==> src/hdl/vsma_pkg.sv <==
// vsma_pkg: shared widths, register codes, reset values and types
`timescale 1ns / 1ps

package vsma_pkg;

  // field widths
  localparam int DIST_W  = 16;
  localparam int RATE_W  = 8;
  localparam int SUM_W   = 11;
  localparam int AVG_W   = 8;
  localparam int CFG_IDX_W  = 3;
  localparam int CFG_DATA_W = 16;

  // default averaging window length
  localparam int WINDOW_DEFAULT = 5;

  // register reset values
  localparam logic [RATE_W-1:0] HEART_LOW_RST      = 8'd30;
  localparam logic [RATE_W-1:0] HEART_HIGH_RST     = 8'd200;
  localparam logic [RATE_W-1:0] BREATH_LOW_RST     = 8'd5;
  localparam logic [RATE_W-1:0] BREATH_HIGH_RST    = 8'd60;
  localparam logic [DIST_W-1:0] DISTANCE_LIMIT_RST = 16'd10000;

  // configuration register indexes
  typedef enum logic [CFG_IDX_W-1:0] {
    REG_HEART_LOW      = 3'd0,
    REG_HEART_HIGH     = 3'd1,
    REG_BREATH_LOW     = 3'd2,
    REG_BREATH_HIGH    = 3'd3,
    REG_DISTANCE_LIMIT = 3'd4
  } cfg_reg_t;

  // per-sample control into one averaging track
  typedef struct packed {
    logic push;   // write the rate into the ring
    logic clear;  // drop ring, sum and average
  } track_ctl_t;

endpackage

==> src/hdl/vsma_if.sv <==
// vsma_if: sample, result and configuration channel interfaces
`timescale 1ns / 1ps

interface vsma_sample_if;
  import vsma_pkg::*;
  logic              valid;
  logic              ready;
  logic              presence;
  logic [DIST_W-1:0] raw_distance;
  logic [RATE_W-1:0] heart_rate;
  logic [RATE_W-1:0] breath_rate;

  modport source (output valid, presence, raw_distance, heart_rate, breath_rate,
                  input ready);
  modport sink (input valid, presence, raw_distance, heart_rate, breath_rate,
                output ready);
endinterface

interface vsma_result_if;
  import vsma_pkg::*;
  logic              valid;
  logic              ready;
  logic              presence_confirmed;
  logic [DIST_W-1:0] held_distance;
  logic [AVG_W-1:0]  average_heart;
  logic [AVG_W-1:0]  average_breath;

  modport source (output valid, presence_confirmed, held_distance, average_heart,
                  average_breath, input ready);
  modport sink (input valid, presence_confirmed, held_distance, average_heart,
                average_breath, output ready);
endinterface

interface vsma_cfg_if;
  import vsma_pkg::*;
  logic                  valid;
  logic                  ready;
  logic [CFG_IDX_W-1:0]  index;
  logic [CFG_DATA_W-1:0] data;

  modport source (output valid, index, data, input ready);
  modport sink (input valid, index, data, output ready);
endinterface

==> src/hdl/vital_sign_moving_average.sv <==
// vital_sign_moving_average: gated moving-average filter for radar vital-sign samples
// path: a sample transfer reaches the result through the input register, then the
//   result register (the two register stages)
// throughput: one sample per cycle unless a held result is not taken; the result register frees as it is taken
// reset: synchronous, clears the valid flags of both stages, the rings, sums, slots and held
//   distance to zero and loads the threshold registers with their defaults
`timescale 1ns / 1ps

module vital_sign_moving_average #(
  parameter int WINDOW = vsma_pkg::WINDOW_DEFAULT  // ring length, 1 to 8
) (
  input  logic          clk,
  input  logic          rst,
  vsma_sample_if.sink   sample,
  vsma_result_if.source result,
  vsma_cfg_if.sink      cfg
);
  import vsma_pkg::*;

  // threshold registers
  logic [RATE_W-1:0] heart_low;
  logic [RATE_W-1:0] heart_high;
  logic [RATE_W-1:0] breath_low;
  logic [RATE_W-1:0] breath_high;
  logic [DIST_W-1:0] distance_limit;

  // input register stage
  logic              in_valid;
  logic              in_presence;
  logic [DIST_W-1:0] in_distance;
  logic [RATE_W-1:0] in_heart;
  logic [RATE_W-1:0] in_breath;

  // result register stage
  logic              out_valid;
  logic              out_presence;
  logic [DIST_W-1:0] out_distance;
  logic [AVG_W-1:0]  out_heart;
  logic [AVG_W-1:0]  out_breath;

  // held distance and its update
  logic [DIST_W-1:0] distance_hold;
  logic [DIST_W-1:0] distance_hold_next;

  logic       advance;  // input stage moves into the result register
  track_ctl_t heart_ctl;
  track_ctl_t breath_ctl;
  logic [AVG_W-1:0] heart_avg_next;
  logic [AVG_W-1:0] breath_avg_next;

  // the input stage empties whenever the result register is free or being taken
  assign advance      = in_valid && (!out_valid || result.ready);
  assign sample.ready = !in_valid || advance;
  // the user must change thresholds only while idle (the block does not enforce it); writes are always taken
  assign cfg.ready    = 1'b1;

  // configuration writes; indexes past the list are dropped
  always_ff @(posedge clk) begin
    if (rst) begin
      heart_low      <= HEART_LOW_RST;
      heart_high     <= HEART_HIGH_RST;
      breath_low     <= BREATH_LOW_RST;
      breath_high    <= BREATH_HIGH_RST;
      distance_limit <= DISTANCE_LIMIT_RST;
    end else if (cfg.valid) begin
      unique case (cfg_reg_t'(cfg.index))
        REG_HEART_LOW:      heart_low      <= cfg.data[RATE_W-1:0];
        REG_HEART_HIGH:     heart_high     <= cfg.data[RATE_W-1:0];
        REG_BREATH_LOW:     breath_low     <= cfg.data[RATE_W-1:0];
        REG_BREATH_HIGH:    breath_high    <= cfg.data[RATE_W-1:0];
        REG_DISTANCE_LIMIT: distance_limit <= cfg.data[DIST_W-1:0];
        default: ;
      endcase
    end
  end

  // input register
  always_ff @(posedge clk) begin
    if (rst) begin
      in_valid <= 1'b0;
    end else if (sample.ready) begin
      in_valid <= sample.valid;
    end
  end

  always_ff @(posedge clk) begin
    if (sample.valid && sample.ready) begin
      in_presence <= sample.presence;
      in_distance <= sample.raw_distance;
      in_heart    <= sample.heart_rate;
      in_breath   <= sample.breath_rate;
    end
  end

  // gating: readings strictly inside their windows, only while someone is there
  always_comb begin
    heart_ctl.clear  = !in_presence;
    heart_ctl.push   = in_presence && (in_heart > heart_low) && (in_heart < heart_high);
    breath_ctl.clear = !in_presence;
    breath_ctl.push  = in_presence && (in_breath > breath_low) && (in_breath < breath_high);

    if (!in_presence) begin
      distance_hold_next = '0;
    end else if ((in_distance != '0) && (in_distance < distance_limit)) begin
      distance_hold_next = in_distance;
    end else begin
      distance_hold_next = distance_hold;
    end
  end

  vsma_track #(.WINDOW(WINDOW)) u_heart (
    .clk      (clk),
    .rst      (rst),
    .step     (advance),
    .ctl      (heart_ctl),
    .value    (in_heart),
    .avg_next (heart_avg_next)
  );

  vsma_track #(.WINDOW(WINDOW)) u_breath (
    .clk      (clk),
    .rst      (rst),
    .step     (advance),
    .ctl      (breath_ctl),
    .value    (in_breath),
    .avg_next (breath_avg_next)
  );

  always_ff @(posedge clk) begin
    if (rst) begin
      distance_hold <= '0;
    end else if (advance) begin
      distance_hold <= distance_hold_next;
    end
  end

  // result register
  always_ff @(posedge clk) begin
    if (rst) begin
      out_valid <= 1'b0;
    end else if (advance) begin
      out_valid <= 1'b1;
    end else if (result.ready) begin
      out_valid <= 1'b0;
    end
  end

  always_ff @(posedge clk) begin
    if (advance) begin
      out_presence <= in_presence;
      out_distance <= distance_hold_next;
      out_heart    <= heart_avg_next;
      out_breath   <= breath_avg_next;
    end
  end

  assign result.valid              = out_valid;
  assign result.presence_confirmed = out_presence;
  assign result.held_distance      = out_distance;
  assign result.average_heart      = out_heart;
  assign result.average_breath     = out_breath;

endmodule

==> src/hdl/vsma_track.sv <==
// vsma_track: one rate track, ring of recent readings with running sum and average
`timescale 1ns / 1ps

module vsma_track #(
  parameter int WINDOW = vsma_pkg::WINDOW_DEFAULT
) (
  input  logic                         clk,
  input  logic                         rst,
  input  logic                         step,   // sample advances this cycle
  input  vsma_pkg::track_ctl_t         ctl,
  input  logic [vsma_pkg::RATE_W-1:0]  value,
  output logic [vsma_pkg::AVG_W-1:0]   avg_next
);
  import vsma_pkg::*;

  localparam int SLOT_W = (WINDOW > 1) ? $clog2(WINDOW) : 1;
  localparam logic [SLOT_W-1:0] SLOT_LAST = SLOT_W'(WINDOW - 1);

  // floor(x / WINDOW) as multiply by rounded-up reciprocal, exact for SUM_W-bit x
  localparam int DIV_SH = SUM_W + $clog2(WINDOW);
  localparam logic [DIV_SH:0] RECIP = (DIV_SH + 1)'((2 ** DIV_SH + WINDOW - 1) / WINDOW);
  localparam int PROD_W = SUM_W + DIV_SH + 1;

  logic [RATE_W-1:0] ring [WINDOW];
  logic [SLOT_W-1:0] slot;
  logic [SUM_W-1:0]  sum;
  logic [SUM_W-1:0]  sum_next;
  logic [PROD_W-1:0] prod;

  always_comb begin
    if (ctl.clear) begin
      sum_next = '0;
    end else if (ctl.push) begin
      sum_next = sum - SUM_W'(ring[slot]) + SUM_W'(value);
    end else begin
      sum_next = sum;
    end
  end

  assign prod     = PROD_W'(sum_next) * PROD_W'(RECIP);
  assign avg_next = prod[DIV_SH +: AVG_W];

  always_ff @(posedge clk) begin
    if (rst) begin
      for (int i = 0; i < WINDOW; i++) ring[i] <= '0;
      slot <= '0;
      sum  <= '0;
    end else if (step) begin
      sum <= sum_next;
      if (ctl.clear) begin
        // slot position is kept across absence
        for (int i = 0; i < WINDOW; i++) ring[i] <= '0;
      end else if (ctl.push) begin
        ring[slot] <= value;
        slot       <= (slot == SLOT_LAST) ? '0 : slot + 1'b1;
      end
    end
  end

endmodule
==> src/flat_wrapper.sv <==
// flat-port wrapper written by rule: the top's interface ports become plain ports
module vital_sign_moving_average_flat import vsma_pkg::*;
#(
  parameter int WINDOW = vsma_pkg::WINDOW_DEFAULT                        
)
  (clk, rst, sample_valid, sample_presence, sample_raw_distance, sample_heart_rate, sample_breath_rate, sample_ready, result_valid, result_presence_confirmed, result_held_distance, result_average_heart, result_average_breath, result_ready, cfg_valid, cfg_index, cfg_data, cfg_ready);
  vsma_sample_if sample_i ();
  vsma_result_if result_i ();
  vsma_cfg_if cfg_i ();
  input  logic clk;
  input  logic rst;
  input wire logic [$bits(sample_i.valid)-1:0] sample_valid;
  input wire logic [$bits(sample_i.presence)-1:0] sample_presence;
  input wire logic [$bits(sample_i.raw_distance)-1:0] sample_raw_distance;
  input wire logic [$bits(sample_i.heart_rate)-1:0] sample_heart_rate;
  input wire logic [$bits(sample_i.breath_rate)-1:0] sample_breath_rate;
  output wire logic [$bits(sample_i.ready)-1:0] sample_ready;
  output wire logic [$bits(result_i.valid)-1:0] result_valid;
  output wire logic [$bits(result_i.presence_confirmed)-1:0] result_presence_confirmed;
  output wire logic [$bits(result_i.held_distance)-1:0] result_held_distance;
  output wire logic [$bits(result_i.average_heart)-1:0] result_average_heart;
  output wire logic [$bits(result_i.average_breath)-1:0] result_average_breath;
  input wire logic [$bits(result_i.ready)-1:0] result_ready;
  input wire logic [$bits(cfg_i.valid)-1:0] cfg_valid;
  input wire logic [$bits(cfg_i.index)-1:0] cfg_index;
  input wire logic [$bits(cfg_i.data)-1:0] cfg_data;
  output wire logic [$bits(cfg_i.ready)-1:0] cfg_ready;
  assign sample_i.valid = sample_valid;
  assign sample_i.presence = sample_presence;
  assign sample_i.raw_distance = sample_raw_distance;
  assign sample_i.heart_rate = sample_heart_rate;
  assign sample_i.breath_rate = sample_breath_rate;
  assign sample_ready = sample_i.ready;
  assign result_valid = result_i.valid;
  assign result_presence_confirmed = result_i.presence_confirmed;
  assign result_held_distance = result_i.held_distance;
  assign result_average_heart = result_i.average_heart;
  assign result_average_breath = result_i.average_breath;
  assign result_i.ready = result_ready;
  assign cfg_i.valid = cfg_valid;
  assign cfg_i.index = cfg_index;
  assign cfg_i.data = cfg_data;
  assign cfg_ready = cfg_i.ready;
  vital_sign_moving_average #(.WINDOW(WINDOW)) u_core (.clk(clk), .rst(rst), .sample(sample_i), .result(result_i), .cfg(cfg_i));
endmodule
==> config.mk <==
export PLATFORM = sky130hd
export DESIGN_NAME = vital_sign_moving_average_flat
export DESIGN_NICKNAME = d
export VERILOG_FILES = /design/src/hdl/vsma_pkg.sv /design/src/hdl/vsma_if.sv /design/src/hdl/vital_sign_moving_average.sv /design/src/hdl/vsma_track.sv /design/src/flat_wrapper.sv
export SDC_FILE = /design/constraint.sdc
export NUM_CORES = 1
export LEC_CHECK = 0
export ABC_AREA = 1
export BUFFER_PORTS_ARGS = -buffer_cell sky130_fd_sc_hd__buf_2
export CORE_AREA = 2 2 174 176
export DETAILED_ROUTE_END_ITERATION = 8
export DIE_AREA = 0 0 176 178
export GPL_TIMING_DRIVEN = 0
export PLACE_DENSITY_LB_ADDON = 0.1
export SLEW_MARGIN = 15
export SYNTH_ARGS = -nofsm -noshare
export SYNTH_HDL_FRONTEND = slang
export SYNTH_HIERARCHICAL = 1
export SYNTH_SLANG_ARGS = --single-unit
==> constraint.sdc <==
create_clock -name clk -period 13.9 [get_ports clk]
set_clock_uncertainty 0.2 [all_clocks]
set_input_delay 1.39 -clock clk [delete_from_list [all_inputs] [get_ports clk]]
set_output_delay 1.39 -clock clk [all_outputs]
set_load 0.05 [all_outputs]
==> results of run 1 <==
==> power by group <==
group / leakage (uW) / switching [uW] / internal [uW]
combinational: 0.00703 / 569 / 324
clock: 0.000482 / 343 / 451
sequential: 0.00273 / 22.0 / 985
==> flip-flops by register name (all words and copies together), names as in the netlist, 3 cells and up, named ones only <==
signal                        cells
u_core/u_breath/ring             64
u_core/u_heart/ring              64
u_core/distance_hold             16
u_core/distance_limit            16
u_core/in_distance               16
u_core/result.held_distance      16
u_core/u_breath/sum              11
u_core/u_heart/sum               11
u_core/breath_high                8
u_core/breath_low                 8
u_core/heart_high                 8
u_core/heart_low                  8
u_core/in_breath                  8
u_core/in_heart                   8
u_core/result.average_breath      8
u_core/result.average_heart       8
u_core/u_breath/slot              3
u_core/u_heart/slot               3
==> kinds of logic after synthesis <==
group                    Yosys count
buffers and inverters            489
adder cells (fa/ha/maj)          275
XOR/XNOR                          17
other                              1
AND/OR/NAND/NOR                  687
AO/OA/AOI/OAI                    385
flip-flops                       294
==> critical path, delay by kind of cell, from the launching register on <==
kind | cells | cell delay [ps]
AOI/OAI and AO/OA | 6 | 1240
xor gates and xnor gates | 1 | 190
adders and majority gates | 9 | 3620
buffers and inverters | 9 | 1220
DFF | 1 | 390
and+or+nand+nor | 9 | 910
==> worst paths after layout <==
check	start	endpoint	slack (ps)	cells past startpoint
worst max-delay path	flop	u_core/result.average_heart[7]	5890	34
worst min-delay path	u_core/breath_low[4]	u_core/breath_low[4]	270	2
worst max register to register	flop	u_core/result.average_heart[7]	5890	34
worst min register to register	u_core/breath_low[4]	u_core/breath_low[4]	270	2
==> area by class of cell <==
cell class	instances	area (sq um)	area share, %
Timing Repair Buffer	92	460	2.18
Tap cell	390	488	2.31
Multi-Input combinational cell	1365	9430	44.6
Inverter	424	1590	7.54
Clock inverter	10	90.1	0.426
Buffer	65	360	1.70
Clock buffer	46	900	4.25
Sequential cell	294	7830	37.0
==> routing by layer <==
metal,up-vias,GRT usage [%]
met4,4,7.68
met5,-,0
met2,510,48.7
met1,7035,38.5
li1,7260,-
met3,82,4.09
==> cells in the final DEF, fill, tap and decap left out, types with 8 or more instances in the layout <==
cell       instances
clkbuf_1          45
nand3_1           99
nor2_1           268
dfxtp_1          100
ha_1             197
o22ai_1           16
o211ai_1          17
nand2_2           17
edfxtp_1         194
nand4_1           13
buf_2             94
nand3_2           13
inv_2              8
inv_1            415
a21oi_2           13
clkbuf_16         33
a21oi_1          137
nand2_4           12
fa_1              78
xor2_1            11
buf_4             23
nand2_1          233
o21ai_0          154
nor3_1             8
a31oi_1           16
==> stage by stage <==
stage / util (%) / cells
finish: 71.9 / 2686
floorplan: - / 2148
detailed placement: 68.5 / 2630
global placement: 68.4 / 2629
CTS: 71.9 / 2686
global route: 71.9 / 2686
==> qor.json, run 1 <==
{
  "outcome": "completed",
  "syn_avg_cell_area_sq_um": 8.93,
  "synth_commonest_cells": "inv_1 (416), nor2_1 (268), nand2_1 (233)",
  "clock_insertion_delay_worst_skew_ps": 590,
  "detailedRoute.firstPassIterationCount": 6,
  "antenna_violations_before_repair": 2,
  "postCtsSetupBuffers": 0,
  "max-vdd-ir-drop_uv": 113,
  "detail_route.wirelength.met1_microns": 19100,
  "detail_route.vias_per_cell": 5.54,
  "finalHoldWorstSlack_ps": 266,
  "h-tree-depth": 1,
  "wl_met3_microns": 2950,
  "compound_gate_portion_of_the_synthesized_area_pct": 11.2,
  "required_ps": 14020,
  "hpwl_microns": 33600,
  "setup_viol": 0,
  "crit_arrival_ps": 8130,
  "grt_max_degree": 53,
  "wire_per_inst_microns": 16.3,
  "ctsHoldBuffers": 0,
  "cts.sinks": 294,
  "unrepaired_setup_endpoints_after_global_routing": "false",
  "synth.mux.area_fraction_pct": 0,
  "drc": 0,
  "worst_setup_path_start_kind": "flop",
  "synthesis.yosys.warnings": 6,
  "final_max_slew_viol_count": 0,
  "crit_path_max_incr_delay_ps": 540,
  "globalplace.congestion": 0.886,
  "num_io_pins": 93,
  "grt_pass1_wl_microns": 71400,
  "clock_path_buffers": 3,
  "minimum_clock_period_after_layout_ps": 8010,
  "final_net_count": 2604,
  "grt-ovfl-total": 0,
  "cts_resized": 0,
  "antenna_violating_nets_post_route": 0,
  "post_route_cells_drive_above_1_share_pct": 10.9,
  "grt_pass1_vias": 14692,
  "static_leakage_uw": 0.0102,
  "cts_root_buffer": "clkbuf_16",
  "finalWirelength_microns": 43900,
  "standard_cell_rows": 63,
  "achievable-frequency_mhz": 125,
  "setup.worst_path.class": "flop to flop",
  "final_min_period_over_clock_period_pct": 57.6,
  "synth_enable_flop_cells": 194,
  "critPathMostFrequentCell": "inv_1",
  "chipWidth_microns": 176,
  "critical_path.endpoint_type": "flop",
  "synth_xor_xnor_area_share_pct": 0.776,
  "synth_top_area_share_pct": 30.4,
  "starting_utilization_of_the_core_area_pct": 65.2,
  "synth_cell_types": 53,
  "synth-seq-area-share_pct": 40.8,
  "max-cap-violations": 0,
  "route.top_layer_used": "met5",
  "synthMostInstantiatedCell": "inv_1",
  "largest_family_of_logic_cells_by_synthesized_area": "adder cells",
  "simple_gate_share_of_the_synthesized_area_pct": 16.1,
  "num_vias": 14891,
  "postSynthCellCount": 2148,
  "met2WireLength_microns": 20800,
  "detailedRoute.firstIterationViolations": 1201,
  "holdCritPathClass": "flop to flop",
  "grt_use_total_pct": 28.5,
  "num_antenna_cells": 0,
  "floorplan_die_area_sq_um": 31300,
  "fillerInstances": 2272,
  "place_worst_setup_slack_ps": 6010,
  "synth_flop_cell": "edfxtp_1",
  "finalHoldViolCount": 0,
  "yosys_register_bits": 294,
  "net_count_after_synthesis": 2480,
  "mappedNetlistArea_sq_um": 19200,
  "core_sq_um": 29400,
  "finalInstanceArea_sq_um": 21100,
  "cts_tree": "done",
  "timing.critical_path.slowest_stage_cell": "fa_1",
  "areaGrowthSynthToFinish_pct": 10.2,
  "yosys.area_share.adder_pct": 21.0,
  "worstPathMaxFanout": 10,
  "worst_setup_hold_path_clk_slew_ps": 60,
  "fin_ws_ps": 5890,
  "asyncSetResetFlopFracSynth_pct": 0,
  "slew_headroom_pct": 21.6,
  "synth.top_cells.by_area": "edfxtp_1 (30%), ha_1 (13%), dfxtp_1 (10%)",
  "yosysTopAreaCell": "edfxtp_1",
  "port-buffer-count": 91,
  "design_power_total_uw": 2690,
  "fp.dieH_microns": 178,
  "powerDensity_nw_per_um2": 127,
  "worstMarginPinSlew_ps": 1170,
  "setup_tns_ps": 0,
  "numCtsBuffers": 30,
  "dpl-instance-area_sq_um": 20100
}
Note: power is estimated with default switching activity, not from simulation.
==> run 2, diff against run 1 <==
--- a/config.mk
+++ b/config.mk
@@ -7,9 +7,9 @@
 export LEC_CHECK = 0
 export ABC_AREA = 1
 export BUFFER_PORTS_ARGS = -buffer_cell sky130_fd_sc_hd__buf_2
-export CORE_AREA = 2 2 174 176
+export CORE_AREA = 2 2 187 189
 export DETAILED_ROUTE_END_ITERATION = 8
-export DIE_AREA = 0 0 176 178
+export DIE_AREA = 0 0 189 191
 export GPL_TIMING_DRIVEN = 0
 export PLACE_DENSITY_LB_ADDON = 0.1
 export SLEW_MARGIN = 15
==> constraint.sdc (replaced) <==
create_clock -name clk -period 6.8 [get_ports clk]
set_clock_uncertainty 0.2 [all_clocks]
set_input_delay 0.68 -clock clk [delete_from_list [all_inputs] [get_ports clk]]
set_output_delay 0.68 -clock clk [all_outputs]
set_load 0.05 [all_outputs]
==> qor.json, run 2 (same netlist as run 1, synthesis figures left out) <==
{
  "layout_common_cells": "inv_1 (375), nor2_1 (242), nand2_1 (200)",
  "starting_utilization_of_the_core_area_pct": 56.2,
  "violations": "negative setup slack",
  "share_seq_of_total_power_pct": 33.6,
  "antenna_violating_nets_post_route": 0,
  "core_sq_um": 34100,
  "max-vdd-ir-drop_uv": 226,
  "finalHoldViolCount": 0,
  "drc": 0,
  "fillerInstances": 2678,
  "finalHoldWorstSlack_ps": 122,
  "timing.critical_path.slowest_stage_cell": "fa_1",
  "floorplan_die_area_sq_um": 36100,
  "antenna_violations_before_repair": 3,
  "grt_max_degree": 39,
  "ctsHoldBuffers": 0,
  "p_sw_share_pct": 35.4,
  "critical_path.endpoint_type": "flop",
  "power_frac_comb_pct": 37.7,
  "worstMarginPinSlew_ps": 848,
  "cts.sinks": 294,
  "crit_arrival_ps": 6900,
  "grt_use_total_pct": 25.5,
  "layout_top_registers": "u_core/u_breath/ring x64, u_core/u_heart/ring x64",
  "setup_viol": 2,
  "power_frac_clock_pct": 28.7,
  "post_route_cells_drive_above_1_share_pct": 23.1,
  "detailedRoute.firstPassIterationCount": 5,
  "clock_path_buffers": 3,
  "achievable-frequency_mhz": 146,
  "place_worst_setup_slack_ps": -919,
  "multi_input_comb_area_sq_um": 10600,
  "crit_path_max_incr_delay_ps": 600,
  "storage_element_area_sq_um": 7840,
  "numCtsBuffers": 34,
  "worst_setup_path_start_kind": "flop",
  "finish.utilization_pct": 67.5,
  "num_io_pins": 93,
  "worstHoldStart": "sample_raw_distance[11]",
  "final_max_slew_viol_count": 0,
  "standard_cell_rows": 68,
  "outcome": "complete, but fails checks",
  "design_power_total_uw": 6130,
  "grt_pass1_wl_microns": 73400,
  "layout.cells.most_common": "inv_1",
  "fin_ws_ps": -33.1,
  "wire_per_inst_microns": 16.7,
  "finalWirelength_microns": 46900,
  "num_vias": 14947,
  "worstPathMaxFanout": 7,
  "final_net_count": 2648,
  "p_sw_uw": 2170,
  "setup.worst_path.class": "flop to flop",
  "port-buffer-count": 91,
  "critPathMostFrequentCell": "fa_1",
  "worst_setup_hold_path_clk_slew_ps": 60,
  "hpwl_microns": 33600,
  "powerDensity_nw_per_um2": 266,
  "required_ps": 6860,
  "final_min_period_over_clock_period_pct": 100,
  "globalplace.congestion": 0.887,
  "holdCritPathClass": "primary input to flop",
  "grt-ovfl-total": 0,
  "internal-power_uw": 3960,
  "static_leakage_uw": 0.0107,
  "max-cap-violations": 0,
  "detailedRoute.firstIterationViolations": 1039,
  "ff2ff_setup_slack_ps": -30,
  "h-tree-depth": 2,
  "detail_route.vias_per_cell": 5.34,
  "slew_headroom_pct": 43.2,
  "clock_insertion_delay_worst_skew_ps": 520,
  "cts_tree": "done",
  "cts_root_buffer": "clkbuf_16",
  "grt_pass1_vias": 14786,
  "areaGrowthSynthToFinish_pct": 20.1,
  "chipWidth_microns": 189,
  "unrepaired_setup_endpoints_after_global_routing": "true",
  "minimum_clock_period_after_layout_ps": 6830,
  "fp.dieH_microns": 191
}
-- run 2: area by class of cell --
cell class                 count  area share [%]
antenna                        2          0.0217
buffer                        55            1.87
clock buffer                  49            4.07
clock inverter                12           0.636
inverter                     424            7.04
multi-input combinational   1365            45.9
sequential                   294            34.1
tap                          455            2.47
timing repair buffer         142            3.91
-- run 2: metal layers --
layer,wire [microns],global-route usage (%),vias to the layer above
li1,-,-,7368
met4,1250,7.48,2
met3,2070,3.36,96
met1,20400,33.0,7121
met5,11,0,-
met2,23200,44.7,360
-- run 2: stage by stage --
step	cell area, sq um	instances	TNS, ps
4_1_cts	22200	2772	0
3_5_place_dp	20300	2696	-11710
6_report	23000	2798	-36.4
3_3_place_gp	20200	2694	-11170
5_1_grt	23000	2797	-3040
2_1_floorplan	19200	2148	0
-- run 2: power groups by stage --
stage	Combinational [uW]	Sequential (uW)	Clock [uW]
after global routing	2560	2070	1870
after detailed placement	1790	2090	0
after floorplan	1290	2160	0
after CTS	1980	2060	1800
after global placement	1760	2090	0
final	2310	2060	1760
-- run 2: critical path: cells and delay by family, from the launching register on --
kind | cells | cell delay [ps]
buffers and inverters | 8 | 640
adder cells (fa/ha/maj) | 8 | 3470
XOR/XNOR | 1 | 70
flip-flops | 1 | 430
AO/OA/AOI/OAI | 4 | 540
AND/OR/NAND/NOR | 12 | 1210
-- run 2: path summary, 6_finish.rpt --
| path | endpoint | cells after the start |
|---|---|---|
| setup / recovery | u_core/result.average_heart[7] | 33 |
| hold / removal | u_core/in_distance[11] | 1 |
| setup reg to reg | u_core/result.average_heart[7] | 33 |
| hold reg to reg | u_core/result.presence_confirmed | 0 |
-- run 2: repair_timing --
item / 4_1_cts / 5_1_grt
setup endpoints to repair: 16 / 16
resized for setup: 190 / 203
hold endpoints to repair: 0 / 0
gates cloned: 5 / 1
buffers inserted: 10 / 33
pin swaps: 48 / 131
==> run 3, diff against run 2 <==
--- a/config.mk
+++ b/config.mk
@@ -7,13 +7,13 @@
 export LEC_CHECK = 0
 export ABC_AREA = 1
 export BUFFER_PORTS_ARGS = -buffer_cell sky130_fd_sc_hd__buf_2
-export CORE_AREA = 2 2 187 189
+export CORE_AREA = 2 2 183 185
 export DETAILED_ROUTE_END_ITERATION = 8
-export DIE_AREA = 0 0 189 191
+export DIE_AREA = 0 0 185 187
 export GPL_TIMING_DRIVEN = 0
-export PLACE_DENSITY_LB_ADDON = 0.1
+export PLACE_DENSITY_LB_ADDON = 0.25
+export SETUP_SLACK_MARGIN = 0.1
 export SLEW_MARGIN = 15
 export SYNTH_ARGS = -nofsm -noshare
 export SYNTH_HDL_FRONTEND = slang
-export SYNTH_HIERARCHICAL = 1
 export SYNTH_SLANG_ARGS = --single-unit
==> qor.json, run 3 <==
{
  "outcome": "complete, but fails checks",
  "violations": "negative setup slack",
  "areaGrowthSynthToFinish_pct": 23.7,
  "grt_met1_use_pct": 38.0,
  "synthesis.yosys.warnings": 0,
  "use_met2_pct": 46.9,
  "p_sw_share_pct": 34.7,
  "powerDensity_nw_per_um2": 269,
  "internal-power_uw": 3990,
  "crit_arrival_ps": 7270,
  "antenna_violations_before_repair": 0,
  "hpwl_microns": 34000,
  "grtUsageMet3_pct": 3.76,
  "worst_setup_hold_path_clk_slew_ps": 60,
  "finalHoldWorstSlack_ps": 113,
  "minimum_clock_period_after_layout_ps": 7200,
  "achievable-frequency_mhz": 139,
  "fin_ws_ps": -397,
  "worst_setup_path_start_kind": "flop",
  "core_sq_um": 32900,
  "postSynthCellCount": 2023,
  "cts.sinks": 294,
  "syn_avg_cell_area_sq_um": 9.08,
  "layout_common_cells": "inv_1 (338), nor2_1 (227), nand2_1 (213)",
  "critPathMostFrequentCell": "inv_2",
  "synth_top_area_share_pct": 31.7,
  "yosys_register_bits": 294,
  "layout.cells.non_filler": 2715,
  "grt.busiest_layer": "met2",
  "num_io_pins": 93,
  "synth-seq-area-share_pct": 42.6,
  "required_ps": 6870,
  "synthMostInstantiatedCell": "inv_1",
  "standard_cell_rows": 67,
  "clock_insertion_delay_worst_skew_ps": 540,
  "finish.utilization_pct": 69.2,
  "unrepaired_setup_endpoints_after_global_routing": "true",
  "cts_root_buffer": "clkbuf_16",
  "detailedRoute.firstPassIterationCount": 7,
  "starting_utilization_of_the_core_area_pct": 55.9,
  "antenna_violating_nets_post_route": 0,
  "grt_max_degree": 35,
  "critical_path.endpoint_type": "flop",
  "finalWirelength_microns": 48900,
  "num_antenna_cells": 0,
  "yosysTopAreaCell": "edfxtp_1",
  "layout_top_registers": "u_core.u_breath.ring x64, u_core.u_heart.ring x64",
  "numCtsBuffers": 35,
  "detailedRoute.firstIterationViolations": 1126,
  "asyncSetResetFlopFracSynth_pct": 0,
  "grt-ovfl-total": 0,
  "p_sw_uw": 2120,
  "h-tree-depth": 2,
  "finalHoldViolCount": 0,
  "placed_cells_incl_taps": 2565,
  "setup_tns_ps": -3420,
  "timing.critical_path.slowest_stage_cell": "fa_1",
  "setup_viol": 15,
  "chipWidth_microns": 185,
  "power_frac_clock_pct": 30.4,
  "net_count_after_synthesis": 2355,
  "worstMarginPinSlew_ps": 792,
  "power_frac_comb_pct": 35.9,
  "slew_headroom_pct": 46.8,
  "max-vdd-ir-drop_uv": 257,
  "synth_flop_cell": "edfxtp_1",
  "share_seq_of_total_power_pct": 33.7,
  "worstPathMaxFanout": 5,
  "detail_route.vias_per_cell": 5.53,
  "synth.top_cells.by_area": "edfxtp_1 (32%), ha_1 (13%), dfxtp_1 (11%)",
  "mappedNetlistArea_sq_um": 18400,
  "final_min_period_over_clock_period_pct": 106,
  "max-cap-violations": 0,
  "drc": 0,
  "crit_path_max_incr_delay_ps": 570,
  "num_vias": 15025,
  "post_route_cells_drive_above_1_share_pct": 22.1,
  "grt_pass1_wl_microns": 76600,
  "wire_per_inst_microns": 18.0,
  "final_max_slew_viol_count": 0,
  "synth_cell_types": 42,
  "grt_use_total_pct": 28.1,
  "setup.worst_path.class": "flop to flop",
  "synth_enable_flop_cells": 194,
  "floorplan_die_area_sq_um": 34600,
  "dpl-instance-area_sq_um": 19600,
  "clock_path_buffers": 3,
  "fillerInstances": 2448,
  "layout.cells.most_common": "inv_1",
  "static_leakage_uw": 0.0104,
  "grt_pass1_vias": 15032,
  "finalInstanceArea_sq_um": 22700,
  "holdCritPathClass": "primary input to flop",
  "final_net_count": 2573,
  "cts_tree": "done",
  "synth_commonest_cells": "inv_1 (373), nor2_1 (253), nand2_1 (235)",
  "fp.dieH_microns": 187,
  "port-buffer-count": 90,
  "globalplace.congestion": 0.890
}
## run 3: cell count changes in the layout (fill, tap and decap cells not counted), moves of 13 or more
| cell | delta |
|---|---|
| nor2_1 | -15 |
| a21oi_2 | -14 |
| buf_6 | +15 |
| nand3_1 | -44 |
| nand2_1 | +13 |
| nand2_4 | -13 |
| inv_1 | -37 |
| nand3_2 | -15 |
| buf_4 | +15 |
| nand2_2 | -24 |
| o211ai_1 | +13 |
## run 3: worst max-delay path, delay by kind of cell (launching register included)
kind            cells  cell delay, ps
fa+ha+maj           9            3120
compound gates      7            1170
simple gates       10             990
buf+inv            11             970
flops               1             390
xor+xnor            1              90
## run 3: area by class of cell
cell class | count | area [sq um] | share of cell area [%]
Timing Repair Buffer | 181 | 1270 | 5.58
Sequential cell | 294 | 7840 | 34.5
Multi-Input combinational cell | 1301 | 10100 | 44.5
Clock inverter | 12 | 153 | 0.672
Inverter | 378 | 1440 | 6.35
Buffer | 50 | 354 | 1.56
Clock buffer | 51 | 997 | 4.39
Tap cell | 448 | 561 | 2.47
## run 3: timing repair
action | 4_1_cts | 5_1_grt
cloned | 2 | 0
hold buffers | 0 | 0
setup endpoints to repair | 16 | 17
gates resized for setup | 230 | 140
pin swaps | 106 | 89
buffers inserted | 69 | 20
## run 3: layer usage
layer / vias to the layer above / routed length, microns
met5: - / 0
met4: 0 / 1760
met1: 7113 / 20300
li1: 7156 / -
met3: 143 / 3510
met2: 613 / 23300
## run 3: worst paths after layout
check,from,endpoint,slack (ps),cells after the start
max,flop,u_core.result.average_breath[7],-400,38
min,sample_raw_distance[0],u_core.in_distance[0],110,1
max reg2reg,flop,u_core.result.average_breath[7],-400,38
min reg2reg,u_core.distance_limit[1],u_core.distance_limit[1],260,2
## run 3: stage by stage
step,setup slack [ps],power [uW]
after floorplan,112,3270
after global placement,-952,3610
after detailed placement,-1050,3660
after CTS,-177,5850
after global routing,-659,6460
final,-397,6120
## run 3: cell families after synthesis
group / synth area share, %
other: 0.0204
AO/OA/AOI/OAI: 12.4
AND/OR/NAND/NOR: 13.2
adder cells (fa/ha/maj): 21.9
buffers and inverters: 8.77
XOR/XNOR: 1.10
flip-flops: 42.6
## run 3: power groups by stage
stage          Clock (uW)  Combinational [uW]  Sequential (uW)
2_1_floorplan           0                1120             2150
3_5_place_dp            0                1570             2090
5_1_grt              1960                2430             2070
3_3_place_gp            0                1520             2090
4_1_cts              1880                1920             2060
6_report             1860                2200             2060
